==> src/sv/chacha20_stream_xor_assert.svh <==
// assertion macros for the chacha20 stream block
// used by the top level only
`ifndef CHACHA20_STREAM_XOR_ASSERT_SVH
`define CHACHA20_STREAM_XOR_ASSERT_SVH
`ifndef NO_ASSERTIONS
`define CSX_ASSERT_IMP(label, clk, rst, a, c) \
  label: assert property (@(posedge clk) disable iff (rst) (a) |-> (c)) else $error("fail");
`define CSX_ASSERT_NXT(label, clk, rst, a, c) \
  label: assert property (@(posedge clk) disable iff (rst) (a) |=> (c)) else $error("fail");
`else
`define CSX_ASSERT_IMP(label, clk, rst, a, c)
`define CSX_ASSERT_NXT(label, clk, rst, a, c)
`endif
`endif

==> src/sv/csx_pkg.sv <==
// shared constants and types for the chacha20 stream block
// no dependencies
`timescale 1ns / 1ps
`default_nettype none
package csx_pkg;
  localparam int DefaultRoundCount = 20;
  localparam logic [31:0] Sigma0 = 32'h61707865;
  localparam logic [31:0] Sigma1 = 32'h3320646e;
  localparam logic [31:0] Sigma2 = 32'h79622d32;
  localparam logic [31:0] Sigma3 = 32'h6b206574;
  localparam logic [2:0] RegKey01 = 3'd0;
  localparam logic [2:0] RegKey23 = 3'd1;
  localparam logic [2:0] RegKey45 = 3'd2;
  localparam logic [2:0] RegKey67 = 3'd3;
  localparam logic [2:0] RegNonce01 = 3'd4;
  localparam logic [2:0] RegNonce2 = 3'd5;

  typedef logic [15:0][31:0] blk_t;

  // word queued between front and back
  typedef struct packed {
    logic [7:0] data;
    logic [5:0] pos;
    logic       gen;
    logic [31:0] ctr;
    logic [31:0] ctr_hi;
  } qword_t;

  function automatic logic [31:0] rotl(input logic [31:0] v, input int n);
    rotl = (v << n) | (v >> (32 - n));
  endfunction

  // one quarter round on four words
  function automatic logic [127:0] qr(input logic [31:0] a0, input logic [31:0] b0,
                                      input logic [31:0] c0, input logic [31:0] d0);
    logic [31:0] a, b, c, d;
    a = a0; b = b0; c = c0; d = d0;
    a = a + b; d = rotl(d ^ a, 16);
    c = c + d; b = rotl(b ^ c, 12);
    a = a + b; d = rotl(d ^ a, 8);
    c = c + d; b = rotl(b ^ c, 7);
    qr = {a, b, c, d};
  endfunction
endpackage
`default_nettype wire

==> src/sv/csx_front.sv <==
// front: accepts words, tracks byte position and block counter
// depends on csx_pkg
`timescale 1ns / 1ps
`default_nettype none
module csx_front
  import csx_pkg::*;
(
  input  wire logic        clk,
  input  wire logic        rst,
  input  wire logic [31:0] nonce_w0,
  input  wire logic        in_valid,
  output logic             in_stall,
  input  wire logic [7:0]  data_byte,
  input  wire logic        new_message,
  output logic             q_valid,
  input  wire logic        q_stall,
  output qword_t           q_word
);
  logic [5:0]  pos;
  logic [31:0] ctr;
  logic [31:0] ctr_hi;
  logic        full;
  qword_t      held;
  logic [5:0]  p;
  logic [31:0] c, h;
  logic        take;

  assign in_stall = full && q_stall;
  assign take = in_valid && !in_stall;
  assign q_valid = full;
  assign q_word = held;

  always_comb begin
    p = new_message ? 6'd0 : pos;
    c = new_message ? 32'd0 : ctr;
    h = new_message ? nonce_w0 : ctr_hi;
  end

  always_ff @(posedge clk) begin
    if (rst) begin
      pos <= '0;
      ctr <= '0;
      ctr_hi <= '0;
      full <= 1'b0;
    end else begin
      if (take) begin
        full <= 1'b1;
        held <= '{data: data_byte, pos: p, gen: (p == 6'd0), ctr: c, ctr_hi: h};
        pos <= p + 6'd1;
        if (p == 6'd63) begin
          ctr <= c + 32'd1;
          ctr_hi <= (c == 32'hffffffff) ? h + 32'd1 : h;
        end else begin
          ctr <= c;
          ctr_hi <= h;
        end
      end else if (!q_stall) begin
        full <= 1'b0;
      end
    end
  end
endmodule
`default_nettype wire

==> config.mk <==
export PLATFORM = sky130hd
export DESIGN_NAME = csx_front
export DESIGN_NICKNAME = d
export VERILOG_FILES = /design/src/sv/chacha20_stream_xor_assert.svh /design/src/sv/csx_pkg.sv /design/src/sv/csx_front.sv
export SDC_FILE = /design/constraint.sdc
export NUM_CORES = 1
export LEC_CHECK = 0
export ABC_CLOCK_PERIOD_IN_PS = 11440
export BUFFER_PORTS_ARGS = -buffer_cell sky130_fd_sc_hd__buf_2
export CAP_MARGIN = 20
export CORE_MARGIN = 4
export CORE_UTILIZATION = 50
export CTS_CLUSTER_SIZE = 8
export DETAILED_ROUTE_END_ITERATION = 12
export PLACE_DENSITY = 0.79
export SLEW_MARGIN = 15
export SYNTH_ARGS = -nofsm -noshare
export SYNTH_HDL_FRONTEND = slang
export SYNTH_SLANG_ARGS = --single-unit
==> constraint.sdc <==
create_clock -name clk -period 11.44 [get_ports clk]
set_input_delay 2.288 -clock clk [delete_from_list [all_inputs] [get_ports clk]]
set_output_delay 2.288 -clock clk [all_outputs]
set_load 0.1 [all_outputs]
==> summary.txt <==
Status: finished, final reports clean
H-tree depth: 4
Initial DRT Pass Iterations: 5
Placement Cell Area: 0.00795 sq mm
Hold_buf cts: 0
GRT overflow: 0
Mean post-synth cell area: 9.97 sq um
Clock sinks: 150
Iteration-0 DRC count of the detailed router: 483
Synth area leader: edfxtp_1
Met1 usage: 0.271
PortBufs: 125
Post-detailed-route count of antenna-violating nets: 0
Flops & latches, synth: 150
Dpl cells: 996
Top_reg_cell synth: edfxtp_1
Worst R2R Setup Slack: 8310 ps
Die width: 128 microns
Global-route wire length before repair: 27,900 microns
Crit path DAT: 5590 ps
Finished Cell Area: 0.00853 sq mm
Hold Fails Final Rpt: 0
Post-CTS Resized: 0
Worst-path clk slew: 50 ps
Final min period: 5310 ps
Clock latency on the worst-skew pair: 430 ps
Routability cong.: 0.867
CP Data Required Time: 11,720 ps
Gr busiest metal: met2
Met2 Usage GRT: 0.343
Initial antenna violation count: 0
Worst Skew: 11.5 ps
Hold crit path type: flop to flop
Setup violators final: 0
Die height: 128 microns
Worst slew margin: 0.358
Post-synth design cell area: 0.00723 sq mm
Syn nets: 774
Clock buffer depth: 2
DR vias: 5,940
Via-to-Cell Ratio: 5.78
# IOs: 126
Share of the synthesized area in the top cell type: 0.328
Antenna diodes: 0
TNS Setup: 0 ps
Synthesized instance count: 725
Worst slew pin tran: 961 ps
Pleak: 3.08 nW
CP Class: input port to flop
Largest net degree at the start of global routing: 70
Postcts setup bufs: 0
Starting density of the core: 0.515
GRT Resource Usage Total: 0.213
RSZ-0062 raised after global routing: no
GR Layer Usage met3: 0.0633
Drc violations: 0
Power Density: 157 mW/mm^2
Fraction of layout cells with a size suffix above 1: 0.222
Vias in the first global route: 5,619
Max VDD drop: 107 uV
Post-synth EDFFs: 79
Core region area: 0.0140 sq mm
Yosys warnings: 0
CTS buffer count: 17
Post-synth cell types: 61
Multi-input gate area: 0.00317 sq mm
Crit end category: flop
Final worst path period share: 0.464
Maximum clock rate: 0.188 GHz
Final non-filler cell total: 1,028
Fin. max-slew vios: 0
Row count: 43
Sequential fraction of the synthesis area: 0.525
Startpoint Class: input port
Maxcap violations: 0
Synth top area cells: edfxtp_1 (33%), dfxtp_1 (20%), nand2_1 (4.9%), nor2b_1 (3.1%), nor2_1 (2.9%)
Drt total wl: 17,600 microns
DP Wirelength: 12,200 microns
Fill cells: 1,171
CTS root buffer: clkbuf_16
Reg area: 0.00379 sq mm
Drt wl/cell: 17.1 microns
Die Footprint: 0.0164 sq mm
Utilization after layout: 0.607
Synth async-reset ratio: 0
Post-layout nets: 884
Area delta synth->final: 17.9%
Max FO, Critical Path: 69
CTS tree: built
## metrics by stage
step	total power, mW	hold slack [ps]	worst slack, ps
5_1_grt	1.38	471	5690
3_3_place_gp	0.791	437	5870
2_1_floorplan	0.756	421	5850
4_1_cts	1.35	453	6170
6_report	1.34	451	6130
3_5_place_dp	0.793	445	5750
## cells in the mapped netlist (all sizes together) (3+ instances only)
cell type  number
mux2           17
and3            7
nor3           14
o31a            7
nand2b          3
nor2           56
o31ai           3
clkbuf         26
ha              4
mux2i          15
a21oi          21
or2             5
xnor2          16
a22oi           3
nor4           32
nand3          33
nor2b          36
dfxtp          71
xor2           18
nand4          21
or4             6
o21ai          34
nor4b           4
nand2          94
nand3b          6
nand4b         10
buf            14
inv            22
a31oi           7
edfxtp         79
a311o           3
and4            7
## layout make-up
cell class,instances,share of cell area
tap,180,0.0264
inverter,22,0.00983
sequential,150,0.445
multi-input combinational,513,0.372
clock inverter,10,0.0151
timing repair buffer,131,0.0789
clock buffer,22,0.0533
## power breakdown
| group | internal (mW) | switching (mW) | total (mW) |
|---|---|---|---|
| registers | 0.588 | 0.00848 | 0.597 |
| logic | 0.0351 | 0.151 | 0.186 |
| clock network | 0.346 | 0.209 | 0.555 |
## registers in the layout (all words and copies together) (netlist names)
register	flops
q_word	79
ctr_hi	32
q_valid	1
ctr	32
pos	6
## cells in the final DEF (no fill, tap or decap), drive strengths merged, types with 3 or more instances in the layout
cell	n
o21ai	34
or2	5
a21oi	21
nand2	94
nor4	32
nor3	14
bufinv	3
nand3	33
nand4b	10
ha	4
mux2	17
a22oi	3
xor2	18
mux2i	15
edfxtp	79
a311o	3
clkinv	8
xnor2	16
a31oi	7
o31a	7
o31ai	3
nor2	56
clkbuf	22
and4	7
and3	7
inv	21
nor2b	36
nor4b	4
nand4	21
or4	6
buf	131
dfxtp	71
nand2b	3
nand3b	6
## critical path, stage by stage
cell	delay (ps)
buf_4	440
buf_4	680
mux2i_1	240
inv_1	140
ha_1	190
nor4b_1	330
nand4_1	530
o31a_1	460
o21ai_0	160
a21oi_1	80
## cells by family (layout without fill, tap and decap cells)
logic type	after synthesis	in the layout	share of synthesized area
and+or+nand+nor	344	344	0.255
DFF	150	150	0.525
AOI/OAI and AO/OA	99	99	0.0879
buffers and inverters	62	185	0.0374
xor gates and xnor gates	34	34	0.0412
muxes	32	32	0.0472
adders and majority gates	4	4	0.00692
## final timing paths
kind,start,cells after the start,to
worst max register to register,ctr[0],8,ctr_hi[19]
worst min register to register,ctr_hi[31],2,ctr_hi[31]
worst min-delay path,ctr_hi[31],2,ctr_hi[31]
worst max-delay path,new_message,10,ctr_hi[12]
## routing by layer
metal	vias up	part of all wire
met4	0	0.024
met3	43	0.083
li1	2886	-
met2	230	0.47
met1	2781	0.42
met5	-	0
Note: power is estimated with default switching activity, not from simulation.
